**config.mk**
```make
export PLATFORM = sky130hd
export DESIGN_NAME = packet_header_decoder_flat
export DESIGN_NICKNAME = d
export VERILOG_FILES = /design/src/sv/phd_pkg.sv /design/src/sv/phd_if.sv /design/src/sv/packet_header_decoder.sv /design/src/flat_wrapper.sv
export VERILOG_INCLUDE_DIRS = /design/src /design/src/sv
export SDC_FILE = /design/constraint.sdc
export NUM_CORES = 1
export LEC_CHECK = 0
export ABC_AREA = 1
export BUFFER_PORTS_ARGS = -buffer_cell sky130_fd_sc_hd__buf_2
export CORE_MARGIN = 1
export CORE_UTILIZATION = 35
export CTS_CLUSTER_DIAMETER = 120
export CTS_CLUSTER_SIZE = 28
export DETAILED_ROUTE_END_ITERATION = 8
export HOLD_SLACK_MARGIN = 0.03
export PLACE_DENSITY = 0.51
export SLEW_MARGIN = 20
export SYNTH_ARGS = -nofsm -noshare
export SYNTH_HDL_FRONTEND = slang
export SYNTH_SLANG_ARGS = --single-unit
```
**constraint.sdc**
```tcl
create_clock -name clk_i -period 6.6 [get_ports clk_i]
set_input_delay 0 -clock clk_i [delete_from_list [all_inputs] [get_ports clk_i]]
set_output_delay 0 -clock clk_i [all_outputs]
set_load 0.1 [all_outputs]
```
**src/sv/packet_header_decoder_defines.svh**
```systemverilog
// Assertion macros for the packet header decoder.
// Included by the top level; depends on nothing else.
`ifndef PACKET_HEADER_DECODER_DEFINES_SVH
`define PACKET_HEADER_DECODER_DEFINES_SVH

// Check a property on every rising clock edge outside reset
`define PHD_ASSERT_RST(label, clk, rst_n, prop, msg) \
  label: assert property (@(posedge clk) disable iff (!rst_n) prop) else $error(msg);

// Check a property on every rising clock edge, reset included
`define PHD_ASSERT_ALWAYS(label, clk, prop, msg) \
  label: assert property (@(posedge clk) prop) else $error(msg);

`endif

```
**src/sv/phd_pkg.sv**
```systemverilog
// Types and constants for the packet header decoder.
// Used by the stream interfaces and the top level; depends on nothing.
package phd_pkg;

  localparam int unsigned HeaderBytes = 6;
  localparam int unsigned CountW      = 17;
  localparam int unsigned CfgIdxW     = 1;
  localparam int unsigned CfgDataW    = 8;

  localparam logic [CountW-1:0] COUNT_MAX    = '1;
  localparam logic [CountW-1:0] HEADER_BYTES = CountW'(HeaderBytes);

  // Header byte positions
  localparam logic [CountW-1:0] POS_MAGIC  = CountW'(0);
  localparam logic [CountW-1:0] POS_TYPE   = CountW'(1);
  localparam logic [CountW-1:0] POS_SEQ_HI = CountW'(2);
  localparam logic [CountW-1:0] POS_SEQ_LO = CountW'(3);
  localparam logic [CountW-1:0] POS_LEN_HI = CountW'(4);
  localparam logic [CountW-1:0] POS_LEN_LO = CountW'(5);

  // Configuration register indexes
  localparam logic [CfgIdxW-1:0] CFG_MAGIC_VALUE = 1'b0;
  localparam logic [CfgIdxW-1:0] CFG_MAX_TYPE    = 1'b1;

  localparam logic [CfgDataW-1:0] MAX_TYPE_RESET = 8'd3;

  // Result kinds
  localparam logic KIND_PAYLOAD = 1'b0;
  localparam logic KIND_SUMMARY = 1'b1;

  typedef enum logic [1:0] {
    ST_OK    = 2'd0,
    ST_SIZE  = 2'd1,
    ST_MAGIC = 2'd2,
    ST_TYPE  = 2'd3
  } status_e;

  typedef struct packed {
    logic [7:0] data_byte;
    logic       last_byte;
    logic       empty_datagram;
  } in_item_t;

  typedef struct packed {
    logic        result_kind;
    logic [7:0]  payload_byte;
    logic [7:0]  packet_type;
    logic [15:0] sequence_res;
    logic [15:0] payload_length;
    logic [1:0]  status;
    logic        end_of_run;
  } out_item_t;

  // One queue entry: the results caused by one accepted item
  typedef struct packed {
    logic        has_pay;
    logic [7:0]  pay;
    logic        has_sum;
    logic [7:0]  typ;
    logic [15:0] seq;
    logic [15:0] len;
    status_e     st;
  } entry_t;

endpackage

```
**src/sv/phd_if.sv**
```systemverilog
// Valid/ready stream interfaces for the packet header decoder.
// Depends on phd_pkg for the item types.
interface phd_in_if;
  logic              valid;
  logic              ready;
  phd_pkg::in_item_t data;

  modport source (output valid, output data, input ready);
  modport sink (input valid, input data, output ready);
endinterface

interface phd_out_if;
  logic               valid;
  logic               ready;
  phd_pkg::out_item_t data;

  modport source (output valid, output data, input ready);
  modport sink (input valid, input data, output ready);
endinterface

```
**src/sv/packet_header_decoder.sv**
```systemverilog
// Packet header decoder: checks a 6-byte header, forwards payload, emits a summary.
// Each result is written into the result queue when its item is accepted and offered from there.
// Throughput: one byte item per cycle while the result queue is not full; an item that
// closes a datagram while carrying payload yields two results.
// Reset (asynchronous, active low) clears datagram state, queue and registers.
// Depends on phd_pkg, phd_if.sv and packet_header_decoder_defines.svh.
`include "packet_header_decoder_defines.svh"

module packet_header_decoder (
  input  logic                          clk_i,
  input  logic                          rst_ni,
  input  logic                          cfg_we_i,
  input  logic [phd_pkg::CfgIdxW-1:0]   cfg_idx_i,
  input  logic [phd_pkg::CfgDataW-1:0]  cfg_data_i,
  phd_in_if.sink                        in_i,
  phd_out_if.source                     out_o
);

  // Configuration registers
  logic [7:0] magic_q, max_type_q;

  // Datagram state
  logic [phd_pkg::CountW-1:0] cnt_q, cnt_d;
  logic        mag_err_q, mag_err_d;
  logic        typ_err_q, typ_err_d;
  logic [7:0]  typ_q, typ_d;
  logic [15:0] seq_q, seq_d;
  logic [15:0] len_q, len_d;

  // Result queue
  phd_pkg::entry_t mem_q [2];
  phd_pkg::entry_t entry;
  phd_pkg::entry_t head;
  logic       wr_ptr_q, rd_ptr_q;
  logic [1:0] count_q;
  logic       phase_q;

  logic accept, push, pop, out_fire, emit_pay;
  logic is_empty, is_last, fwd;
  logic [phd_pkg::CountW-1:0] pay_pos;
  logic [7:0] b;

  assign accept   = in_i.valid && in_i.ready;
  assign b        = in_i.data.data_byte;
  assign is_empty = in_i.data.empty_datagram;
  assign is_last  = in_i.data.last_byte || is_empty;
  assign pay_pos  = cnt_q - phd_pkg::HEADER_BYTES;

  // Forward a payload byte after a good header, up to the stated length
  assign fwd = !is_empty && (cnt_q >= phd_pkg::HEADER_BYTES) && !mag_err_q && !typ_err_q
               && (pay_pos < {1'b0, len_q});

  // Capture header bytes, count the byte, build the summary, clear on last
  always_comb begin
    cnt_d     = cnt_q;
    mag_err_d = mag_err_q;
    typ_err_d = typ_err_q;
    typ_d     = typ_q;
    seq_d     = seq_q;
    len_d     = len_q;
    if (!is_empty) begin
      case (cnt_q)
        phd_pkg::POS_MAGIC:  mag_err_d = (b != magic_q);
        phd_pkg::POS_TYPE: begin
          typ_d     = b;
          typ_err_d = (b > max_type_q);
        end
        phd_pkg::POS_SEQ_HI: seq_d = {b, seq_q[7:0]};
        phd_pkg::POS_SEQ_LO: seq_d = {seq_q[15:8], b};
        phd_pkg::POS_LEN_HI: len_d = {b, len_q[7:0]};
        phd_pkg::POS_LEN_LO: len_d = {len_q[15:8], b};
        default: ;
      endcase
      if (cnt_q != phd_pkg::COUNT_MAX) begin
        cnt_d = cnt_q + 1'b1;
      end
    end

    entry.has_pay = fwd;
    entry.pay     = b;
    entry.has_sum = is_last;
    entry.typ     = typ_d;
    entry.seq     = seq_d;
    entry.len     = len_d;
    if (cnt_d < phd_pkg::HEADER_BYTES) begin
      entry.st = phd_pkg::ST_SIZE;
    end else if (mag_err_d) begin
      entry.st = phd_pkg::ST_MAGIC;
    end else if (typ_err_d) begin
      entry.st = phd_pkg::ST_TYPE;
    end else if (cnt_d != (phd_pkg::HEADER_BYTES + {1'b0, len_d})) begin
      entry.st = phd_pkg::ST_SIZE;
    end else begin
      entry.st = phd_pkg::ST_OK;
    end

    if (is_last) begin
      cnt_d     = '0;
      mag_err_d = 1'b0;
      typ_err_d = 1'b0;
      typ_d     = '0;
      seq_d     = '0;
      len_d     = '0;
    end
  end

  // Hold configuration
  always_ff @(posedge clk_i or negedge rst_ni) begin
    if (!rst_ni) begin
      magic_q    <= '0;
      max_type_q <= phd_pkg::MAX_TYPE_RESET;
    end else if (cfg_we_i) begin
      case (cfg_idx_i)
        phd_pkg::CFG_MAGIC_VALUE: magic_q    <= cfg_data_i;
        phd_pkg::CFG_MAX_TYPE:    max_type_q <= cfg_data_i;
        default: ;
      endcase
    end
  end

  // Advance datagram state on each accepted item
  always_ff @(posedge clk_i or negedge rst_ni) begin
    if (!rst_ni) begin
      cnt_q     <= '0;
      mag_err_q <= 1'b0;
      typ_err_q <= 1'b0;
      typ_q     <= '0;
      seq_q     <= '0;
      len_q     <= '0;
    end else if (accept) begin
      cnt_q     <= cnt_d;
      mag_err_q <= mag_err_d;
      typ_err_q <= typ_err_d;
      typ_q     <= typ_d;
      seq_q     <= seq_d;
      len_q     <= len_d;
    end
  end

  // Queue control: push items that cause results, pop once fully delivered
  assign push     = accept && (fwd || is_last);
  assign head     = mem_q[rd_ptr_q];
  assign emit_pay = head.has_pay && !phase_q;
  assign out_fire = out_o.valid && out_o.ready;
  assign pop      = out_fire && !(emit_pay && head.has_sum);

  assign in_i.ready  = (count_q != 2'd2);
  assign out_o.valid = (count_q != 2'd0);

  // Present the payload byte first, then the summary
  always_comb begin
    out_o.data = '0;
    if (emit_pay) begin
      out_o.data.result_kind  = phd_pkg::KIND_PAYLOAD;
      out_o.data.payload_byte = head.pay;
    end else begin
      out_o.data.result_kind    = phd_pkg::KIND_SUMMARY;
      out_o.data.packet_type    = head.typ;
      out_o.data.sequence_res   = head.seq;
      out_o.data.payload_length = head.len;
      out_o.data.status         = 2'(head.st);
      out_o.data.end_of_run     = 1'b1;
    end
  end

  always_ff @(posedge clk_i or negedge rst_ni) begin
    if (!rst_ni) begin
      wr_ptr_q <= 1'b0;
      rd_ptr_q <= 1'b0;
      count_q  <= 2'd0;
      phase_q  <= 1'b0;
    end else begin
      if (push) begin
        wr_ptr_q <= !wr_ptr_q;
      end
      if (pop) begin
        rd_ptr_q <= !rd_ptr_q;
      end
      if (push && !pop) begin
        count_q <= count_q + 2'd1;
      end else if (pop && !push) begin
        count_q <= count_q - 2'd1;
      end
      if (out_fire) begin
        phase_q <= emit_pay && head.has_sum;
      end
    end
  end

  // Store queue entries
  always_ff @(posedge clk_i) begin
    if (push) begin
      mem_q[wr_ptr_q] <= entry;
    end
  end

  `PHD_ASSERT_ALWAYS(a_count_bound, clk_i, !rst_ni || count_q <= 2'd2,
                     "result queue overfilled")
  `PHD_ASSERT_RST(a_last_clears, clk_i, rst_ni,
                  accept && is_last |=> cnt_q == '0 && !mag_err_q && !typ_err_q,
                  "datagram state not cleared after last item")
  `PHD_ASSERT_RST(a_phase_sum, clk_i, rst_ni,
                  phase_q |-> out_o.valid && head.has_sum && head.has_pay,
                  "summary phase without pending summary")
  `PHD_ASSERT_RST(a_kind_end, clk_i, rst_ni,
                  out_o.valid |-> out_o.data.end_of_run == out_o.data.result_kind,
                  "end flag disagrees with result kind")

endmodule

```
**src/flat_wrapper.sv**
```systemverilog
// flat-port wrapper written by rule: the top's interface ports become plain ports
module packet_header_decoder_flat 
  (clk_i, rst_ni, cfg_we_i, cfg_idx_i, cfg_data_i, in_i_valid, in_i_data, in_i_ready, out_o_valid, out_o_data, out_o_ready);
  phd_in_if in_i_i ();
  phd_out_if out_o_i ();
  input  logic clk_i;
  input  logic rst_ni;
  input  logic cfg_we_i;
  input  logic [phd_pkg::CfgIdxW-1:0] cfg_idx_i;
  input  logic [phd_pkg::CfgDataW-1:0] cfg_data_i;
  input wire logic [$bits(in_i_i.valid)-1:0] in_i_valid;
  input wire logic [$bits(in_i_i.data)-1:0] in_i_data;
  output wire logic [$bits(in_i_i.ready)-1:0] in_i_ready;
  output wire logic [$bits(out_o_i.valid)-1:0] out_o_valid;
  output wire logic [$bits(out_o_i.data)-1:0] out_o_data;
  input wire logic [$bits(out_o_i.ready)-1:0] out_o_ready;
  assign in_i_i.valid = in_i_valid;
  assign in_i_i.data = in_i_data;
  assign in_i_ready = in_i_i.ready;
  assign out_o_valid = out_o_i.valid;
  assign out_o_data = out_o_i.data;
  assign out_o_i.ready = out_o_ready;
  packet_header_decoder u_core (.clk_i(clk_i), .rst_ni(rst_ni), .cfg_we_i(cfg_we_i), .cfg_idx_i(cfg_idx_i), .cfg_data_i(cfg_data_i), .in_i(in_i_i), .out_o(out_o_i));
endmodule
```
* Word-level counts from Yosys, hierarchy flattened *
Memories as Yosys holds them, arrays and structs flattened.
Cells that the tools add are included.

word-level totals
  word-level logic and storage cells = 89
  ROM bits = 0
  bits of input ports = 24
  bits in latches = 0
  register bits = 80
  memory bits (writable) = 104
  output and inout bits = 54
  memories = 1

operators by class
  shifts and indexed selects = 0
  reductions and logical operators = 28
  equality and inequality tests = 9
  add/sub/neg operators = 5
  multiplexer cells = 29
  $mul = 0
  bitwise operators = 1
  div/mod/pow operators = 0
  magnitude comparators = 4

memories
  memory        words  width  read ports  clocked after memory_dff  write ports  line                         RTL
  u_core.mem_q  2      52     1           0                         1            packet_header_decoder.sv:31  phd_pkg::entry_t mem_q [2];

operators by type and width
  kind                                                         count
  two-way mux 16 bit                                           4
  case mux 16 bit (2 select lines)                             2
  two-way mux 17 bit                                           3
  two-way mux 43 bit                                           1
  == test 17 x 2 -> 1 bit, second input constant               2
  == test 17 x 3 -> 1 bit, second input constant               2
  two-way mux 8 bit                                            4
  adder 17 x 1 -> 17 bit, second input constant                1
  adder 3 x 16 -> 17 bit, first input constant                 1
  == test 17 x 1 -> 1 bit, second input constant               1
  >= comparator 17 x 3 -> 1 bit, second input constant         1
  zero test 17 bit                                             1
  less-than comparator 17 x 16 -> 1 bit                        1
  less-than comparator 17 x 3 -> 1 bit, second input constant  1
  inequality test 17 bit                                       1
  inequality test 17 bit, second input constant                1
  subtractor 17 x 3 -> 17 bit, second input constant           1
  logical AND 1 bit                                            12
  two-way mux 1 bit                                            10
  two-way mux 2 bit                                            5
  zero test 1 bit                                              9
  greater-than comparator 8 bit                                1
  inequality test 8 bit                                        1
  AND reduction 2 bit                                          2
  other kinds (6)                                              8

* Longest topological paths before layout *
  depth in word-level cells = 11
  mapped depth = 26
  depth with buffers taken out = 26

* Worst setup path before layout *
Ideal clock, no wire load.

  path type = register to register
  start point = register u_core.cnt_q[6] (netlist name)
  end point = memory u_core.mem_q[1][0] (netlist name), enable pin
  arrival time = 4.603 ns
  buffers on the path = 1
  required time = 6.138 ns
  path slack = 1.536 ns
  period minus slack after synthesis = 5.064 ns
  setup time = 0.462 ns
  cell stages (with the launch flop) = 19
  cell sequence = dfrtp_1 -> buf_6 -> nor2_1 -> nand2_1 -> nor2_1 -> inv_1 -> nor3_1 -> nand2_1 -> xor2_1 -> ha_1 -> inv_1 -> nor3_1 -> a211oi_1 -> a21oi_1 -> o21ai_0 -> nand3_1 -> nand2_1 -> nand2_1 -> nor2_1

between the ends
  longest elaborated chain between the ends = 9
  elaborated cells on any way between the ends = 11
  classes of those cells = add/sub: 1; order compare: 2; mux: 2; reduce/logical: 6

RTL lines
  what                                                                                 line                          RTL
  from (decl)                                                                          packet_header_decoder.sv:23   logic [phd_pkg::CountW-1:0] cnt_q, cnt_d;
  from (signal assigned)                                                               packet_header_decoder.sv:131  cnt_q <= cnt_d;
  parallel branches: the longest is 4 deep, another holds subtractor 17 x 3 -> 17 bit  -
  logical AND 1 bit (*)                                                                packet_header_decoder.sv:51   && (pay_pos < {1'b0, len_q});
  logical OR 1 bit (*)                                                                 packet_header_decoder.sv:141  assign push = accept && (fwd || is_last);
  logical AND 1 bit (*)                                                                packet_header_decoder.sv:141
  two-way mux 1 bit (*)                                                                packet_header_decoder.sv:192  if (push) begin
  two-way mux 1 bit (implied by the code) (*)                                          packet_header_decoder.sv:193  mem_q[wr_ptr_q] <= entry;
  to (decl)                                                                            packet_header_decoder.sv:31

Mark *: on every way between the ends.

* Worst setup path in the final report *
  start point = register u_core.cnt_q[1] (netlist name)
  end point = memory u_core.mem_q[1][26] (netlist name), enable pin

The elaborated chain is that of the path after synthesis.

==> metrics.txt <==
initial antenna violation count=0; synth top area cells=edfxtp_1 30%, dfrtp_1 19%, nand2_1 15%, inv_1 6.7%, ha_1 3.7%; sequential power share=28.4%; Finished Cell Area=11800 um^2; global route total overflow=0; peak per-stage delay on the critical path=0.74 ns; Hold Path Class=primary input to flip-flop; GPL Wtd Cong=0.868; layout cells sized above 1=about an eighth; P_int=2.43 mW; CP arrival=4.48 ns; DR WL/cell=between 15 and 20 um; FF+latch count, synth=between 150 and 200; Setup crit end kind=flip-flop; first-pass GRT wire length=44200 um; Final ANT Viol Nets=0; Placed Area=11000 um^2; FMAX=between 0.2 and 0.25 GHz; Fin Setup TNS=0 ns; Clock H-tree levels=4; post-route minimum period=about 4.4 ns; CP Launch Type=flip-flop; GRT Util Overall=18.8%; CTS Sinks=184; PwrDens=approximately 450 nW/um^2; Via Count=8325; die area=30000 um^2; Comb pwr share=52.6%; slowest library cell on the worst path=nor2_4; n_diodes=0; Layout Skew=0.0159 ns; Tcrit/Tclk final=between 60 and 70%; largest net degree at the start of global routing=69; Core ar.=28800 um^2; Most used DFF post-synth=edfxtp_1; DRC violations left=0; clock slew at reported path FFs=0.07 ns; Yosys top cell area share=30.5%; Clock Power Share=19.0%; Max-slew headroom=36.8%; Critical Path, Cell by Cell=inv_1 > o21ai_0 > nor2_1 > inv_1 > nor3_1 > nand2_1 > xor2_1 > ha_1 > inv_1 > nor3_1 > a211oi_1 > a21oi_1 > o21ai_0 > nand3_1 > nand2_1 > nand2_1 > nor2_4 > buf_4; synthesized cell area=10300 um^2; drt pass-1 iters=5; crit path kind=flip-flop to flip-flop; most common cell after layout, fill and taps aside=nand2_1; Post-synth EDFFs=between 100 and 150; max-slew violation count=0; MaxCap Viol Count=0; CTS tree=yes; Skew-Pair Late Insertion Delay=0.43 ns; root buffer cell=clkbuf_16; final setup violation count=0; Least-Margin Pin Slew=0.946 ns; Die H=173 um; P&R area growth vs syn=14.9%; worst-case clock buffer depth=2; I/O Pins=78; Pleak=5.61 nW; vias in the first global route=7980; dpl hpwl=19700 um; initial drt markers=between 600 and 700; Rows=between 60 and 70; post-synthesis sequential area ratio=50.0%; commonest non-fill, non-tap cells in the layout=399 x nand2_1, 181 x inv_1, 104 x edfxtp_1, 77 x dfrtp_1, 76 x buf_2; NumNets Final=1386; synthesized netlist net count=1306; post-synth cell types=43; routed wire length=27400 um; initial core utilization=between 30% and 40%; post-synth top area cell=edfxtp_1; outcome=finished clean; routed vias/inst=4.81; Fillers=2955; port bufs=77; asr flop ratio synth=43.5%; Yosys warning count=0; number of buffers created by CTS=17; final hold violations=0; critical path peak fanout=31; VDD IR max=0.000330 V; Synth Area per Inst=8.19 um^2; Setup Buffers After CTS=0; unrepaired setup endpoints after global routing=no; sw frac=53.8%; gate count of the mapped netlist=roughly 1300; Resize count post-CTS=0; P_sw=~2.8 mW; die width=~170 um; Critical Path RT=roughly 6.7 ns
==> final cells by class <==
| cell class | count | area [um^2] | share of cell area [%] |
|---|---|---|---|
| Clock inverter | 13 | 139 | 1.18 |
| Multi-Input combinational cell | 823 | 4180 | 35.5 |
| Tap cell | 384 | 480 | 4.08 |
| Clock buffer | 19 | 433 | 3.68 |
| Timing Repair Buffer | 107 | 666 | 5.65 |
| Inverter | 199 | 748 | 6.35 |
| Sequential cell | 184 | 5130 | 43.5 |
==> stage by stage <==
stage                     power, mW  setup slack, ns  util [%]  std cells  hold WS, ns
after floorplan                3.80             1.54         -       1252       -0.296
after global placement         4.29             2.18      38.2       1676      -0.0600
after detailed placement       4.30             2.16      38.2       1676      -0.0588
after CTS                      5.32             2.15      40.9       1729        0.131
after global routing           5.54             1.83      40.9       1729        0.202
final                          5.25             2.22      40.9       1729        0.139
==> logic make-up (layout without fill, tap and decap cells) <==
kind of cell             after synthesis  count (layout)  synth area share (%)
AO/OA/AOI/OAI                        155             155                  8.59
XOR/XNOR                              33              33                  2.82
adder cells (fa/ha/maj)               30              30                  3.66
buffers and inverters                245             338                  9.24
AND/OR/NAND/NOR                      605             605                  25.7
flip-flops                           184             184                  50.0
==> cell usage after synthesis (all sizes together) (6+ instances only) <==
library cell	count
edfxtp	104
o22ai	54
xor2	26
xnor2	7
nand2	420
nor3	13
o21ai	64
clkbuf	33
buf	13
dfrtp	78
nand4	18
nor4	6
ha	30
nor2	75
a21oi	25
inv	196
nand3	66
==> worst max-delay path: cells and delay by family (launching register included) <==
family | cells | cell delay [ns]
flip-flops | 1 | 0.43
AND/OR/NAND/NOR | 8 | 1.75
AO/OA/AOI/OAI | 4 | 0.64
adder cells (fa/ha/maj) | 1 | 0.29
XOR/XNOR | 1 | 0.16
buffers and inverters | 4 | 0.78
==> sequential cells by signal (all words and copies together), names as in the netlist <==
signal / count
u_core.cnt_q: 17
u_core.typ_q: 8
u_core.typ_err_q: 1
u_core.phase_q: 1
u_core.count_q: 2
u_core.mag_err_q: 1
u_core.rd_ptr_q: 1
u_core.mem_q: 104
u_core.len_q: 16
u_core.seq_q: 16
u_core.magic_q: 8
u_core.max_type_q: 8
u_core.wr_ptr_q: 1
==> path summary, 6_finish.rpt <==
kind	startpoint	end	slack, ns	cells after the start
worst min-delay path	cfg_idx_i	u_core.max_type_q[1]	0.14	4
worst max-delay path	u_core.cnt_q[1]	u_core.mem_q[1][26]	2.22	18
worst min register to register	u_core.count_q[0]	u_core.count_q[0]	0.47	1
min in group asynchronous	rst_ni	u_core.cnt_q[1]	0.51	3
max in group asynchronous	rst_ni	u_core.len_q[11]	4.80	4
worst max register to register	u_core.cnt_q[1]	u_core.mem_q[1][26]	2.22	18
==> routing by layer <==
metal | vias up | track usage (%) | routed length (um)
met5 | - | 0 | 0
met1 | 3932 | 26.7 | 13600
met3 | 27 | 2.62 | 957
li1 | 4216 | - | -
met4 | 0 | 4.79 | 386
met2 | 150 | 30.2 | 12500
==> power groups by stage <==
stage	combinational, mW	clock [mW]	sequential [mW]
finish	2.77	0.998	1.49
floorplan	2.30	0	1.50
CTS	2.80	1.03	1.49
global placement	2.78	0	1.51
global route	2.97	1.06	1.51
detailed placement	2.79	0	1.51
==> what timing repair did <==
item / CTS / global route
setup endpoints to repair: 0 / 0
endpoints found under the hold margin: 56 / 0
hold buffers: 21 / 0
Power figures use the tool's default switching activity.
